==> config.mk <==
export PLATFORM = sky130hd
export DESIGN_NAME = vlan_keyed_ipv4_source_rewrite
export DESIGN_NICKNAME = d
export VERILOG_FILES = /design/src/rtl/vksr_pkg.sv /design/src/rtl/vlan_keyed_ipv4_source_rewrite.sv
export VERILOG_INCLUDE_DIRS = /design/src /design/src/rtl
export SDC_FILE = /design/constraint.sdc
export NUM_CORES = 1
export LEC_CHECK = 0
export BUFFER_PORTS_ARGS = -buffer_cell sky130_fd_sc_hd__buf_2
export CAP_MARGIN = 15
export CORE_ASPECT_RATIO = 1.5
export CORE_MARGIN = 3
export CORE_UTILIZATION = 40
export CTS_CLUSTER_DIAMETER = 80
export DETAILED_ROUTE_END_ITERATION = 8
export GPL_TIMING_DRIVEN = 0
export PLACE_DENSITY = 0.58
export REMOVE_ABC_BUFFERS = 1
export SKIP_CTS_REPAIR_TIMING = 1
export SYNTH_ARGS = -nofsm -noshare
export SYNTH_HDL_FRONTEND = slang
export SYNTH_SLANG_ARGS = --single-unit
==> constraint.sdc <==
create_clock -name clk -period 18.1 [get_ports clk]
set_clock_uncertainty 0.1 [all_clocks]
set_input_delay 1.81 -clock clk [delete_from_list [all_inputs] [get_ports clk]]
set_output_delay 1.81 -clock clk [all_outputs]
set_load 0.02 [all_outputs]
==> src/rtl/assert_macros.svh <==
// Assertion macros used by the top level of the source rewrite block.
`ifndef ASSERT_MACROS_SVH
`define ASSERT_MACROS_SVH

// Check that a condition implies another in the same cycle.
`define ASSERT_SAME(lbl, clk, rst_n, ante, cons) \
	lbl: assert property (@(posedge clk) disable iff (!rst_n) (ante) |-> (cons)) \
		else $error("same-cycle check failed");

// Check that a condition implies another in the following cycle.
`define ASSERT_NEXT(lbl, clk, rst_n, ante, cons) \
	lbl: assert property (@(posedge clk) disable iff (!rst_n) (ante) |=> (cons)) \
		else $error("next-cycle check failed");

`endif

==> src/rtl/vksr_pkg.sv <==
// Types, constants and a checksum helper for the VLAN-keyed IPv4 source rewrite.
package vksr_pkg;

	// Register map: one 32-bit word per register
	localparam int unsigned PADDR_W = 5;
	localparam logic [2:0] REG_MODE          = 3'd0;
	localparam logic [2:0] REG_GROUP_LOW     = 3'd1;
	localparam logic [2:0] REG_GROUP_HIGH    = 3'd2;
	localparam logic [2:0] REG_INSIDE_PREFIX = 3'd3;
	localparam logic [2:0] REG_OUTSIDE_OCTET = 3'd4;

	// Mode codes
	localparam logic [1:0] MODE_OUTWARD = 2'd0;
	localparam logic [1:0] MODE_INWARD  = 2'd1;

	// Register reset values
	localparam logic [1:0]  MODE_RST          = MODE_OUTWARD;
	localparam logic [7:0]  GROUP_LOW_RST     = 8'd1;
	localparam logic [7:0]  GROUP_HIGH_RST    = 8'd16;
	localparam logic [15:0] INSIDE_PREFIX_RST = 16'hC0A8;
	localparam logic [7:0]  OUTSIDE_OCTET_RST = 8'd10;

	// Protocol numbers
	localparam logic [7:0] PROTO_ICMP = 8'd1;
	localparam logic [7:0] PROTO_TCP  = 8'd6;
	localparam logic [7:0] PROTO_UDP  = 8'd17;

	localparam logic [15:0] IP_HDR_BYTES = 16'd20;

	// Group = TCI / 100 as (TCI * 83887) >> 23, exact for every 16-bit TCI
	localparam logic [16:0] GROUP_RECIP = 17'd83887;
	localparam int unsigned GROUP_SHIFT = 23;
	localparam int unsigned GROUP_W     = 10;

	typedef struct packed {
		logic        has_tag;
		logic [15:0] tag_control;
		logic [15:0] version_tos;
		logic [15:0] total_length;
		logic [15:0] ident;
		logic [15:0] frag_word;
		logic [7:0]  ttl;
		logic [7:0]  protocol;
		logic [31:0] orig_source;
		logic [31:0] dst_addr;
		logic [15:0] l4_sum;
		logic        last_in_batch;
	} hdr_beat_t;

	typedef struct packed {
		logic        pass;
		logic [31:0] new_source;
		logic [15:0] ip_checksum;
		logic [15:0] l4_checksum;
		logic        l4_checksum_write;
		logic        batch_last;
	} res_beat_t;

	// Fold a sum of up to sixteen 16-bit words into 16 bits, ones' complement
	function automatic logic [15:0] csum_fold(input logic [19:0] s);
		logic [16:0] t;
		t = {1'b0, s[15:0]} + {13'd0, s[19:16]};
		return t[15:0] + {15'd0, t[16]};
	endfunction

endpackage

==> src/rtl/vlan_keyed_ipv4_source_rewrite.sv <==
// Top level of the VLAN-keyed IPv4 source rewrite with checksum recompute.
// Each accepted header beat passes the input register, then the result register.
// Throughput: one header beat per cycle while res_stall is low; the input register
// feeds the result register via the group multiplier and two checksum adder trees.
// Reset clears both stage valid bits and loads the register defaults
// (mode outward, groups 1 to 16, prefix 192.168, outside octet 10).
module vlan_keyed_ipv4_source_rewrite
	import vksr_pkg::*;
(
	input  logic                clk,
	input  logic                arst_n,
	// Header channel
	input  logic                hdr_valid,
	output logic                hdr_stall,
	input  hdr_beat_t           hdr,
	// Result channel
	output logic                res_valid,
	input  logic                res_stall,
	output res_beat_t           res,
	// Configuration port
	input  logic                psel,
	input  logic                penable,
	input  logic                pwrite,
	input  logic [PADDR_W-1:0]  paddr,
	input  logic [31:0]         pwdata,
	output logic [31:0]         prdata,
	output logic                pready
);

	logic [1:0]  mode_q;
	logic [7:0]  group_low_q;
	logic [7:0]  group_high_q;
	logic [15:0] inside_prefix_q;
	logic [7:0]  outside_octet_q;
	logic [2:0]  reg_idx;
	logic        cfg_wr;

	logic        valid_s1;
	hdr_beat_t   hdr_s1;
	logic        valid_s2;
	res_beat_t   res_s2;
	logic        adv_s2;
	logic        move_s1;
	logic        load_s1;

	logic [32:0]        group_prod;
	logic [GROUP_W-1:0] group;
	logic               outward_ok;
	logic               keep;
	logic               is_icmp;
	logic [31:0]        nsrc;
	logic [31:0]        out_src;
	logic [15:0]        l4_len;
	logic [19:0]        ip_sum;
	logic [19:0]        l4_sum_w;
	logic [15:0]        ip_ck;
	logic [15:0]        l4_ck;
	logic               l4_wr;
	res_beat_t          res_d;
	logic               res_drop_clean;
	logic               res_l4_sane;

	// Register access decode
	assign pready  = 1'b1;
	assign reg_idx = paddr[PADDR_W-1:2];
	assign cfg_wr  = psel & penable & pwrite & pready;

	always_ff @(posedge clk or negedge arst_n) begin
		if (!arst_n) begin
			mode_q          <= MODE_RST;
			group_low_q     <= GROUP_LOW_RST;
			group_high_q    <= GROUP_HIGH_RST;
			inside_prefix_q <= INSIDE_PREFIX_RST;
			outside_octet_q <= OUTSIDE_OCTET_RST;
		end else if (cfg_wr) begin
			unique case (reg_idx)
				REG_MODE:          mode_q          <= pwdata[1:0];
				REG_GROUP_LOW:     group_low_q     <= pwdata[7:0];
				REG_GROUP_HIGH:    group_high_q    <= pwdata[7:0];
				REG_INSIDE_PREFIX: inside_prefix_q <= pwdata[15:0];
				REG_OUTSIDE_OCTET: outside_octet_q <= pwdata[7:0];
				default: ;
			endcase
		end
	end

	// Read back the addressed register
	always_comb begin
		unique case (reg_idx)
			REG_MODE:          prdata = {30'd0, mode_q};
			REG_GROUP_LOW:     prdata = {24'd0, group_low_q};
			REG_GROUP_HIGH:    prdata = {24'd0, group_high_q};
			REG_INSIDE_PREFIX: prdata = {16'd0, inside_prefix_q};
			REG_OUTSIDE_OCTET: prdata = {24'd0, outside_octet_q};
			default:           prdata = 32'd0;
		endcase
	end

	// Pipeline flow: the result register drains, the input register refills
	assign adv_s2    = !valid_s2 || !res_stall;
	assign move_s1   = valid_s1 && adv_s2;
	assign load_s1   = !valid_s1 || move_s1;
	assign hdr_stall = !load_s1;

	always_ff @(posedge clk or negedge arst_n) begin
		if (!arst_n) begin
			valid_s1 <= 1'b0;
			valid_s2 <= 1'b0;
		end else begin
			if (load_s1) begin
				valid_s1 <= hdr_valid;
			end
			if (adv_s2) begin
				valid_s2 <= valid_s1;
			end
		end
	end

	// Capture payloads
	always_ff @(posedge clk) begin
		if (load_s1 && hdr_valid) begin
			hdr_s1 <= hdr;
		end
		if (move_s1) begin
			res_s2 <= res_d;
		end
	end

	// Group number from the whole TCI
	assign group_prod = {17'd0, hdr_s1.tag_control} * {16'd0, GROUP_RECIP};
	assign group      = group_prod[GROUP_SHIFT +: GROUP_W];

	// Qualify the packet for outward rewrite
	assign is_icmp    = hdr_s1.protocol == PROTO_ICMP;
	assign outward_ok = hdr_s1.has_tag
		&& group >= {2'd0, group_low_q}
		&& group <= {2'd0, group_high_q}
		&& hdr_s1.orig_source[31:16] == inside_prefix_q
		&& (is_icmp || hdr_s1.protocol == PROTO_TCP || hdr_s1.protocol == PROTO_UDP);

	assign nsrc = {outside_octet_q, group[7:0], hdr_s1.orig_source[15:0]};

	// Verdict per mode
	always_comb begin
		case (mode_q)
			MODE_OUTWARD: begin
				keep    = outward_ok;
				out_src = outward_ok ? nsrc : hdr_s1.orig_source;
				l4_wr   = outward_ok && !is_icmp;
			end
			MODE_INWARD: begin
				keep    = 1'b1;
				out_src = hdr_s1.orig_source;
				l4_wr   = 1'b0;
			end
			default: begin
				keep    = 1'b0;
				out_src = hdr_s1.orig_source;
				l4_wr   = 1'b0;
			end
		endcase
	end

	// Header checksum over the fixed 20-byte header
	assign ip_sum = {4'd0, hdr_s1.version_tos} + {4'd0, hdr_s1.total_length}
		+ {4'd0, hdr_s1.ident} + {4'd0, hdr_s1.frag_word}
		+ {4'd0, hdr_s1.ttl, hdr_s1.protocol}
		+ {4'd0, out_src[31:16]} + {4'd0, out_src[15:0]}
		+ {4'd0, hdr_s1.dst_addr[31:16]} + {4'd0, hdr_s1.dst_addr[15:0]};
	assign ip_ck  = ~csum_fold(ip_sum);

	// L4 checksum with pseudo header; zero goes out as all ones
	assign l4_len   = hdr_s1.total_length - IP_HDR_BYTES;
	assign l4_sum_w = {4'd0, out_src[31:16]} + {4'd0, out_src[15:0]}
		+ {4'd0, hdr_s1.dst_addr[31:16]} + {4'd0, hdr_s1.dst_addr[15:0]}
		+ {12'd0, hdr_s1.protocol} + {4'd0, l4_len} + {4'd0, hdr_s1.l4_sum};
	always_comb begin
		l4_ck = ~csum_fold(l4_sum_w);
		if (l4_ck == 16'd0) begin
			l4_ck = 16'hFFFF;
		end
	end

	// Assemble the result beat
	always_comb begin
		res_d.pass              = keep;
		res_d.new_source        = out_src;
		res_d.ip_checksum       = keep ? ip_ck : 16'd0;
		res_d.l4_checksum       = l4_wr ? l4_ck : 16'd0;
		res_d.l4_checksum_write = l4_wr;
		res_d.batch_last        = hdr_s1.last_in_batch;
	end

	assign res_valid = valid_s2;
	assign res       = res_s2;

	// Result beat properties checked below
	assign res_drop_clean = res.ip_checksum == 16'd0 && res.l4_checksum == 16'd0
		&& !res.l4_checksum_write;
	assign res_l4_sane    = res.pass && res.l4_checksum != 16'd0;

`include "assert_macros.svh"

	`ASSERT_SAME(a_drop_zero, clk, arst_n, res_valid && !res.pass, res_drop_clean)
	`ASSERT_SAME(a_l4_kept, clk, arst_n, res_valid && res.l4_checksum_write, res_l4_sane)
	`ASSERT_SAME(a_stall_full, clk, arst_n, hdr_stall, valid_s1 && valid_s2)
	`ASSERT_NEXT(a_s1_drains, clk, arst_n, valid_s1 && !valid_s2, valid_s2)

endmodule
==> results of run 1 <==
area by class of cell:
class	instances	area share
tap	763	0.0353
inverter	431	0.0599
clock buffer	39	0.0330
timing repair buffer	332	0.0690
sequential	289	0.313
clock inverter	21	0.0100
multi-input combinational	1144	0.478
antenna	11	0.00102
metal layers:
layer | vias to the layer above | GRT usage
met1 | 7290 | 0.225
met5 | - | 0
met4 | 8 | 0.0908
li1 | 6898 | -
met2 | 399 | 0.381
met3 | 114 | 0.0467
cells in the final DEF, fill, tap and decap left out, types with 16 or more instances in the layout:
master	n
fa_1	276
nand2_1	44
buf_4	37
conb_1	17
nor3_1	22
mux2i_1	16
xor2_1	40
edfxtp_1	245
mux2_2	52
ha_1	208
o21ai_0	29
nand3_1	20
inv_1	431
a21o_1	18
dfrtp_1	35
clkbuf_16	35
nor2_1	61
xnor2_1	63
a21oi_1	48
nand2b_1	20
buf_2	288
state kept, by name, indices dropped and copies added (netlist names):
name	flops
group_high_q	8
group_low_q	8
hdr_s1	178
inside_prefix_q	16
mode_q	2
outside_octet_q	8
res	67
res_valid	1
valid_s1	1
worst reg2reg max path: cells and delay by family (launching register included):
family          cells  cell delay, ns
compound gates     16            3.42
simple gates       23            4.28
mux                 1            0.40
flops               1            0.56
xor+xnor            3            0.62
buf+inv             6            0.60
fa+ha+maj          16            7.04
worst min-delay path by stage:
| stage | slack [ns] | endpoint | depth (start not counted) |
|---|---|---|---|
| after floorplan | 0.30 | res[0] | 0 |
| after global placement | 0.31 | res[0] | 0 |
| after detailed placement | 0.31 | res[0] | 0 |
| after CTS | 0.33 | res[0] | 0 |
| after global routing | 0.35 | res[0] | 0 |
| final | 0.33 | res[0] | 0 |
metrics by stage:
step                      utilization  cell area, um^2  cells  setup slack (ns)
after global placement          0.444            25300   2914             -1.58
after global routing            0.475            27000   3023           -0.0506
after CTS                       0.468            26600   2982            -0.612
after floorplan                     -            22900   1863              1.58
final                           0.475            27000   3030             0.913
after detailed placement        0.447            25400   2922            -0.520
cell families (layout without fill, tap and decap cells):
logic type,Yosys count,in the layout
buffers and inverters,468,823
DFF,289,289
other,2,28
muxes,69,69
adders and majority gates,491,491
xor gates and xnor gates,107,107
AOI/OAI and AO/OA,186,186
and+or+nand+nor,273,274
==> impl_results.md, run 1 <==
- Post-synth top area share: 0.319
- Critical Path RT: between 15 and 20 ns
- Fin Setup TNS: 0 ns
- Main combinational cell family by area after synthesis: adder cells
- Core footprint: roughly 0.057 mm^2
- Most frequent CP cell: fa_1
- Number of global-route vias before repair: about 16000
- CTS sink cnt: about 290
- Cell count along the critical path: 65
- Unique masters post-synth: slightly above 80
- I/O pin cnt: approximately 320
- Synth Flop Type: edfxtp_1
- Critical path class: flip-flop to flip-flop
- CP top delay family: adder cells
- Cell Area, Synth: roughly 0.023 mm^2
- Hold slack final: between 0.3 and 0.4 ns
- Die width: 202 um
- Register Area: between 0.008 and 0.009 mm^2
- FF-to-FF End: res[7]
- M1 WL: roughly 22000 um
- Via/cell ratio: a little under 5
- First-pass GRT wire length: roughly 93000 um
- Fraction of registers with async set/reset: 0.152
- Row cnt: between 100 and 150
- Worst min-delay path class: flip-flop to flip-flop
- Global route overflow: 0
- Met2 Routed Length: 33000 um
- CP startpoint kind: flip-flop
- Final setup viols: 0
- Post-synthesis instance total: around 1900
- Synth top area cells: edfxtp_1 (32%), fa_1 (24%), ha_1 (11%)
- Worst-path clk slew: around 0.06 ns
- Worst EP arrival: 17.46 ns
- Initial core utilization: 0.405
- FMAX: 58.2 MHz
- Root Driver: clkbuf_16
- Post-route ant nets: 0
- Worst setup EP type: flip-flop
- Mux share of post-synthesis cell area: 0.0330
- Top Metal Used: met5
- Leading area contributor after synthesis: edfxtp_1
- XOR/XNOR Fraction of Synth Area: 0.0410
- Compound-Gate Fraction of Synth Area: 0.0558
- Critical Path Sink: res[7]
- R2r setup slk: between 0.9 and 1 ns
- DR iter-0 viols: approximately 640
- DRT Pass-1 Iters: 5
- Synth cell count leaders: inv_1 (431), fa_1 (280), edfxtp_1 (245)
- Min-delay src: hdr_s1[0]
- Largest net degree at the start of global routing: 64
- Wire length per cell: a little over 20 um
- CP max stage delay: between 0.6 and 0.7 ns
- #FFs+latches synth: approximately 290
- Post-Synth Simple-Gate Area: 0.0648
- Slew headroom: 0.370
- Full die area: ~0.061 mm^2
- Share of cells above drive strength 1: 0.222
- Max-cap viol count: 0
- Outcome: finished clean
- Post-synthesis sequential area ratio: 0.368
- IO buf count: roughly 290
- Routed wl met3: 3930 um
- R2r worst-path depth: 65
- YS warnings: 0
- RD Place Congestion: 0.923
- Gr usage total: 0.206
- Initial antenna violation count: 15
- Multi-input gate area: 0.0129 mm^2
- Clock insertion delay at the later pin of the skew report: about 0.55 ns
- Mapped Avg Cell Area: 12.2 um^2
- CP max-delay cell: fa_1
- TritonCTS clock tree: yes
- Drt total wl: between 60000 and 70000 um
- Max FO, Critical Path: 10
- CP startpoint: hdr_s1[172]
- Worst-Margin Slew: about 0.94 ns
- WP buf/inv: 6
- Drt drc: 0
- Tcrit/Tclk final: 0.950
- Final Slew Violations: 0
- Vias: 14700
- Number of fill cells: 5211
- Cts bufs inserted: 34
- Number of flops mapped to enable cells by yosys: about 250
- Final Hold Vio Count: 0
- CTS H-tree lvls: 2
- DPL Wire Length: a little over 50000 um
- Clk buf depth: 3
- Top-count cell post-synth: inv_1
- Area added between synthesis and finish: 17.3%
- Adder-Cell Fraction of Synth Area: 0.358
- Worst flop-to-flop path startpoint: hdr_s1[172]
- Number of nets in the layout: a little under 3000
- Crit path time final: 17.19 ns
- DIE HEIGHT: 300 um
Power of run 1 is left out: the tool's default activity adds up to more than one toggle a clock period on the data nets, which glitch-free logic cannot reach.
==> run 2: changes to the inputs <==
Settings changed: ABC_AREA from default to 1.
==> run 2 against run 1 <==
Sequential cell count unchanged. Maximum frequency grew 1.1%. Sequential share of layout area decreased by 0.91 points. Hold slack better by 0.023 ns. Area after synthesis up 4.8%. Global-route usage rose by 0.76 points. Via count grew 17%. Non-clock buffer count decreased by 34. Setup slack improved by 0.19 ns. Wire length rose by 7.5%. Largest cell class unchanged.
==> impl_results.md, run 2 <==
- Outcome: finished clean (unchanged)
- TritonCTS clock tree: yes (unchanged)
- I/O pin cnt: 324 (unchanged)
- Most frequent cells in the layout: inv_1 (614), nand2_1 (377), buf_2 (290) (was inv_1 (431), buf_2 (288), fa_1 (276))
- Largest net degree at the start of global routing: 112 (was 64)
- CP startpoint kind: flip-flop (unchanged)
- Most common cell after layout, fill and taps aside: inv_1 (unchanged)
- Gr usage total: 0.214 (was 0.206)
- Drt drc: 0 (unchanged)
- Worst min-delay path class: flip-flop to flip-flop (unchanged)
- Synth top area cells: edfxtp_1 (30%), fa_1 (23%), ha_1 (11%) (was edfxtp_1 (32%), fa_1 (24%), ha_1 (11%))
- Unique masters post-synth: 46 (was 82)
- Share of cells above drive strength 1: 0.145 (was 0.222)
- Cts bufs inserted: 36 (was 34)
- Crit path time final: 17.00 ns (was 17.19 ns)
- Drt total wl: 66400 um (was 61800 um)
- CP max stage delay: 0.75 ns (was 0.66 ns)
- Final setup viols: 0 (unchanged)
- Max FO, Critical Path: 18 (was 10)
- DR iter-0 viols: 765 (was 643)
- First-pass GRT wire length: 103000 um (was 93300 um)
- CP max-delay cell: fa_1 (unchanged)
- Top-count cell post-synth: inv_1 (unchanged)
- Row cnt: 109 (was 107)
- RD Place Congestion: 0.913 (was 0.923)
- Worst setup EP type: flip-flop (unchanged)
- Area added between synthesis and finish: 15.3% (was 17.3%)
- Number of flops mapped to enable cells by yosys: 245 (unchanged)
- Fin Setup TNS: 0 ns (unchanged)
- Tcrit/Tclk final: 0.939 (was 0.950)
- YS warnings: 0 (unchanged)
- RSZ-0062 raised after global routing: false
- Root Driver: clkbuf_16 (unchanged)
- #FFs+latches synth: 289 (unchanged)
- Max FFs per register: 178 (unchanged)
- Core footprint: 0.0593 mm^2 (was 0.0569 mm^2)
- Final Hold Vio Count: 0 (unchanged)
- Mapped Avg Cell Area: 9.86 um^2 (was 12.2 um^2)
- Initial antenna violation count: 11 (was 15)
- CTS H-tree lvls: 2 (unchanged)
- Cell Area, Synth: 0.0241 mm^2 (was 0.0230 mm^2)
- Clk buf depth: 3 (unchanged)
- Initial core utilization: 0.407 (was 0.405)
- Vias: 17200 (was 14700)
- IO buf count: 288 (unchanged)
- Synth Flop Type: edfxtp_1 (unchanged)
- Number of nets in the layout: 3484 (was 2945)
- Critical Path RT: 18.25 ns (was 18.37 ns)
- CTS sink cnt: 289 (unchanged)
- Post-synthesis instance total: 2449 (was 1885)
- Global route overflow: 0 (unchanged)
- Largest reg by FF count: hdr_s1 (unchanged)
- Synth cell count leaders: inv_1 (615), nand2_1 (377), fa_1 (280) (was inv_1 (431), fa_1 (280), edfxtp_1 (245))
- DRT Pass-1 Iters: 5 (unchanged)
- DIE HEIGHT: 307 um (was 300 um)
- Via/cell ratio: 4.81 (was 4.85)
- FMAX: 58.8 MHz (was 58.2 MHz)
- Post-synth top area share: 0.305 (was 0.319)
- Die width: 207 um (was 202 um)
- DPL Wire Length: 56200 um (was 51900 um)
- Fraction of registers with async set/reset: 0.152 (unchanged)
- Worst EP arrival: 17.15 ns (was 17.46 ns)
- Slew headroom: 0.231 (was 0.370)
- Number of global-route vias before repair: 18700 (was 16300)
- Worst-path clk slew: 0.06 ns (about the same)
- Critical path class: flip-flop to flip-flop (unchanged)
- Number of fill cells: 5647 (was 5211)
- Max-cap viol count: 0 (unchanged)
- Wire length per cell: 18.6 um (was 20.4 um)
- Worst-Margin Slew: 1.14 ns (was 0.945 ns)
- Clock insertion delay at the later pin of the skew report: 0.57 ns (was 0.55 ns)
- Post-synthesis sequential area ratio: 0.351 (was 0.368)
- Full die area: 0.0634 mm^2 (was 0.0606 mm^2)
- Most frequent CP cell: nand2_1 (was fa_1)
- Post-route ant nets: 0 (unchanged)
- Final Slew Violations: 0 (unchanged)
- Leading area contributor after synthesis: edfxtp_1 (unchanged)
==> run 2: final timing paths <==
kind / startpoint / endpoint / slack, ns / cells past startpoint
worst max-delay path: hdr_s1[163] / res[3] / 1.10 / 80
worst min-delay path: hdr_s1[0] / res[0] / 0.35 / 0
worst max register to register: hdr_s1[163] / res[3] / 1.10 / 80
worst min register to register: hdr_s1[0] / res[0] / 0.35 / 0
max in group asynchronous: arst_n / outside_octet_q[1] / 16.36 / 2
min in group asynchronous: arst_n / res_valid / 0.99 / 1
==> run 2: final cells by class <==
cell class	count	area, um^2	share of cell area
sequential	289	8470	0.304
multi-input combinational	1528	13300	0.476
antenna	4	10.0	0.000360
clock buffer	41	941	0.0338
clock inverter	24	274	0.00984
timing repair buffer	298	1580	0.0568
inverter	618	2330	0.0836
tap	777	972	0.0349
==> run 2: critical path, delay by kind of cell, from the launching register on <==
kind | cells | cell delay [ns]
xor+xnor | 2 | 0.52
simple gates | 38 | 4.92
fa+ha+maj | 17 | 7.38
flops | 1 | 0.61
buf+inv | 13 | 0.81
compound gates | 10 | 2.34
==> run 2: stage by stage <==
stage,instance area [um^2],worst slack [ns],util,hold WS (ns),cells
CTS,27800,0.814,0.468,0.341,3574
global route,27800,0.0283,0.469,0.353,3576
finish,27800,1.10,0.469,0.350,3579
global placement,26400,0.597,0.446,0.314,3500
floorplan,24000,4.37,-,0.300,2435
detailed placement,26600,0.870,0.448,0.318,3509
==> run 2: cells by family (layout without fill, tap and decap cells) <==
kind of cell             after synthesis  after routing  share of synthesized area
AND/OR/NAND/NOR                      733            733                      0.131
buffers and inverters                647            981                      0.104
adder cells (fa/ha/maj)              491            491                      0.341
flip-flops                           289            289                      0.351
AO/OA/AOI/OAI                        237            237                     0.0545
XOR/XNOR                              50             50                     0.0181
other                                  2             21                   0.000311
==> run 2: routing by layer <==
metal | share of wire | vias up | GRT usage
li1 | - | 8359 | -
met5 | 0.0013 | - | 0
met2 | 0.52 | 381 | 0.389
met3 | 0.045 | 114 | 0.0355
met4 | 0.044 | 12 | 0.0908
met1 | 0.38 | 8344 | 0.246
Power of run 2 is left out for the same reason.
==> run 3: changes to the inputs <==
--- a/config.mk
+++ b/config.mk
@@ -9,6 +9,6 @@
 export ABC_AREA = 1
-export BUFFER_PORTS_ARGS = -buffer_cell sky130_fd_sc_hd__buf_2
+export BUFFER_PORTS_ARGS = -buffer_cell sky130_fd_sc_hd__buf_4
 export CAP_MARGIN = 15
 export CORE_ASPECT_RATIO = 1.5
-export CORE_MARGIN = 3
+export CORE_MARGIN = 2
 export CORE_UTILIZATION = 40
==> constraint.sdc (replaced) <==
create_clock -name clk -period 18.1 [get_ports clk]
set_clock_uncertainty 0.1 [all_clocks]
set_input_delay 3.62 -clock clk [delete_from_list [all_inputs] [get_ports clk]]
set_output_delay 3.62 -clock clk [all_outputs]
set_load 0.02 [all_outputs]
==> run 3 against run 2 <==
Hold slack got worse by 0.022 ns. Sequential share of layout area decreased by 0.69 points. Critical path depth decreased by 3. Critical path type unchanged. Highest routed layer unchanged.
==> impl_results.md, run 3 (same netlist as run 2, synthesis figures left out) <==
- Global route overflow: 0 (unchanged)
- Full die area: 0.0624 mm^2 (was 0.0634 mm^2)
- Clock insertion delay at the later pin of the skew report: 0.57 ns (about the same)
- TritonCTS clock tree: yes (unchanged)
- Fin Setup TNS: 0 ns (unchanged)
- Via/cell ratio: 4.78 (was 4.81)
- Slew headroom: 0.330 (was 0.231)
- CP max-delay cell: o21ai_1 (was fa_1)
- DRT Pass-1 Iters: 7 (was 5)
- Root Driver: clkbuf_16 (unchanged)
- CTS H-tree lvls: 2 (unchanged)
- RD Place Congestion: 0.916 (was 0.913)
- Core footprint: 0.0599 mm^2 (was 0.0593 mm^2)
- I/O pin cnt: 324 (unchanged)
- Final Slew Violations: 0 (unchanged)
- Drt total wl: 66500 um (was 66400 um)
- CP max stage delay: 0.84 ns (was 0.75 ns)
- IO buf count: 288 (unchanged)
- DR iter-0 viols: 853 (was 765)
- Outcome: finished clean (unchanged)
- Most common cell after layout, fill and taps aside: inv_1 (unchanged)
- First-pass GRT wire length: 104000 um (was 103000 um)
- Final worst setup slack: 1.26 ns (was 1.10 ns)
- WP buf/inv: 13 (unchanged)
- Multi-input gate area: 0.0132 mm^2 (was 0.0133 mm^2)
- Register Area: 0.00847 mm^2 (unchanged)
- Critical path class: flip-flop to flip-flop (unchanged)
- CP startpoint kind: flip-flop (unchanged)
- Worst-path clk slew: 0.06 ns (about the same)
- Gr usage total: 0.221 (was 0.214)
- Max FO, Critical Path: 18 (unchanged)
- Most frequent cells in the layout: inv_1 (614), nand2_1 (377), buf_4 (291) (was inv_1 (614), nand2_1 (377), buf_2 (290))
- Wire length per cell: 18.6 um (about the same)
- Worst min-delay path class: flip-flop to flip-flop (unchanged)
- DPL Wire Length: 56800 um (was 56200 um)
- Worst-Margin Slew: 0.998 ns (was 1.14 ns)
- DIE HEIGHT: 305 um (was 307 um)
- Vias: 17100 (was 17200)
- Clk buf depth: 3 (unchanged)
- Final setup viols: 0 (unchanged)
- Initial core utilization: 0.403 (was 0.407)
- Post-route ant nets: 0 (unchanged)
- Cts bufs inserted: 35 (was 36)
- Most frequent CP cell: inv_1 (was nand2_1)
- CP top delay family: adder cells (unchanged)
- Number of global-route vias before repair: 18600 (was 18700)
- Largest reg by FF count: hdr_s1 (unchanged)
- Tcrit/Tclk final: 0.930 (was 0.939)
- FMAX: 59.4 MHz (was 58.8 MHz)
- Post-DP Area: 0.0273 mm^2 (was 0.0266 mm^2)
- Critical Path RT: 18.24 ns (was 18.25 ns)
- Area added between synthesis and finish: 18.0% (was 15.3%)
- Worst EP arrival: 16.98 ns (was 17.15 ns)
- Pre-CTS WS: 0.949 ns (was 0.870 ns)
- Max FFs per register: 178 (unchanged)
- RSZ-0062 raised after global routing: false (unchanged)
- Share of cells above drive strength 1: 0.143 (was 0.145)
- Crit path time final: 16.84 ns (was 17.00 ns)
- Initial antenna violation count: 10 (was 11)
- Drt drc: 0 (unchanged)
- Number of fill cells: 5678 (was 5647)
- Die width: 205 um (was 207 um)
- Max-cap viol count: 0 (unchanged)
- CTS sink cnt: 289 (unchanged)
- Row cnt: 110 (was 109)
- Design area: 0.0285 mm^2 (was 0.0278 mm^2)
- R2r setup slk: 1.26 ns (was 1.10 ns)
- Final Hold Vio Count: 0 (unchanged)
- Largest net degree at the start of global routing: 99 (was 112)
- Number of nets in the layout: 3480 (was 3484)
- Worst setup EP type: flip-flop (unchanged)
-- run 3: layer usage --
| layer | vias to the layer above | share of wire | global-route usage |
|---|---|---|---|
| met2 | 410 | 0.54 | 0.409 |
| li1 | 8336 | - | - |
| met1 | 8201 | 0.36 | 0.238 |
| met4 | 12 | 0.051 | 0.101 |
| met5 | - | 0.0012 | 0 |
| met3 | 147 | 0.055 | 0.0437 |
-- run 3: per-stage QoR --
step	utilization	cells	hold WS [ns]
3_3_place_gp	0.454	3507	0.307
6_report	0.476	3577	0.327
3_5_place_dp	0.456	3514	0.318
4_1_cts	0.476	3574	0.331
2_1_floorplan	-	2435	0.300
5_1_grt	0.476	3576	0.332
-- run 3: cell type report --
cell class                      count  share of cell area
Antenna cell                        3            0.000264
Clock buffer                       42              0.0320
Inverter                          618              0.0817
Timing Repair Buffer              295              0.0798
Tap cell                          784              0.0344
Sequential cell                   289               0.297
Multi-Input combinational cell   1528               0.465
Clock inverter                     18             0.00936
-- run 3: worst paths after layout --
kind / startpoint / endpoint / depth (start not counted)
worst max-delay path: hdr_s1[163] / res[3] / 77
worst min-delay path: hdr_s1[0] / res[0] / 0
worst max register to register: hdr_s1[163] / res[3] / 77
worst min register to register: hdr_s1[0] / res[0] / 0
max in group asynchronous: arst_n / group_low_q[1] / 1
min in group asynchronous: arst_n / res_valid / 1
-- run 3: worst reg2reg max path, delay by kind of cell, from the launching register on --
| kind | cells | cell delay, ns |
|---|---|---|
| xor gates and xnor gates | 2 | 0.54 |
| buffers and inverters | 13 | 0.77 |
| adders and majority gates | 17 | 7.00 |
| and+or+nand+nor | 35 | 4.74 |
| DFF | 1 | 0.59 |
| AOI/OAI and AO/OA | 10 | 2.77 |
Power of run 3 is left out for the same reason.
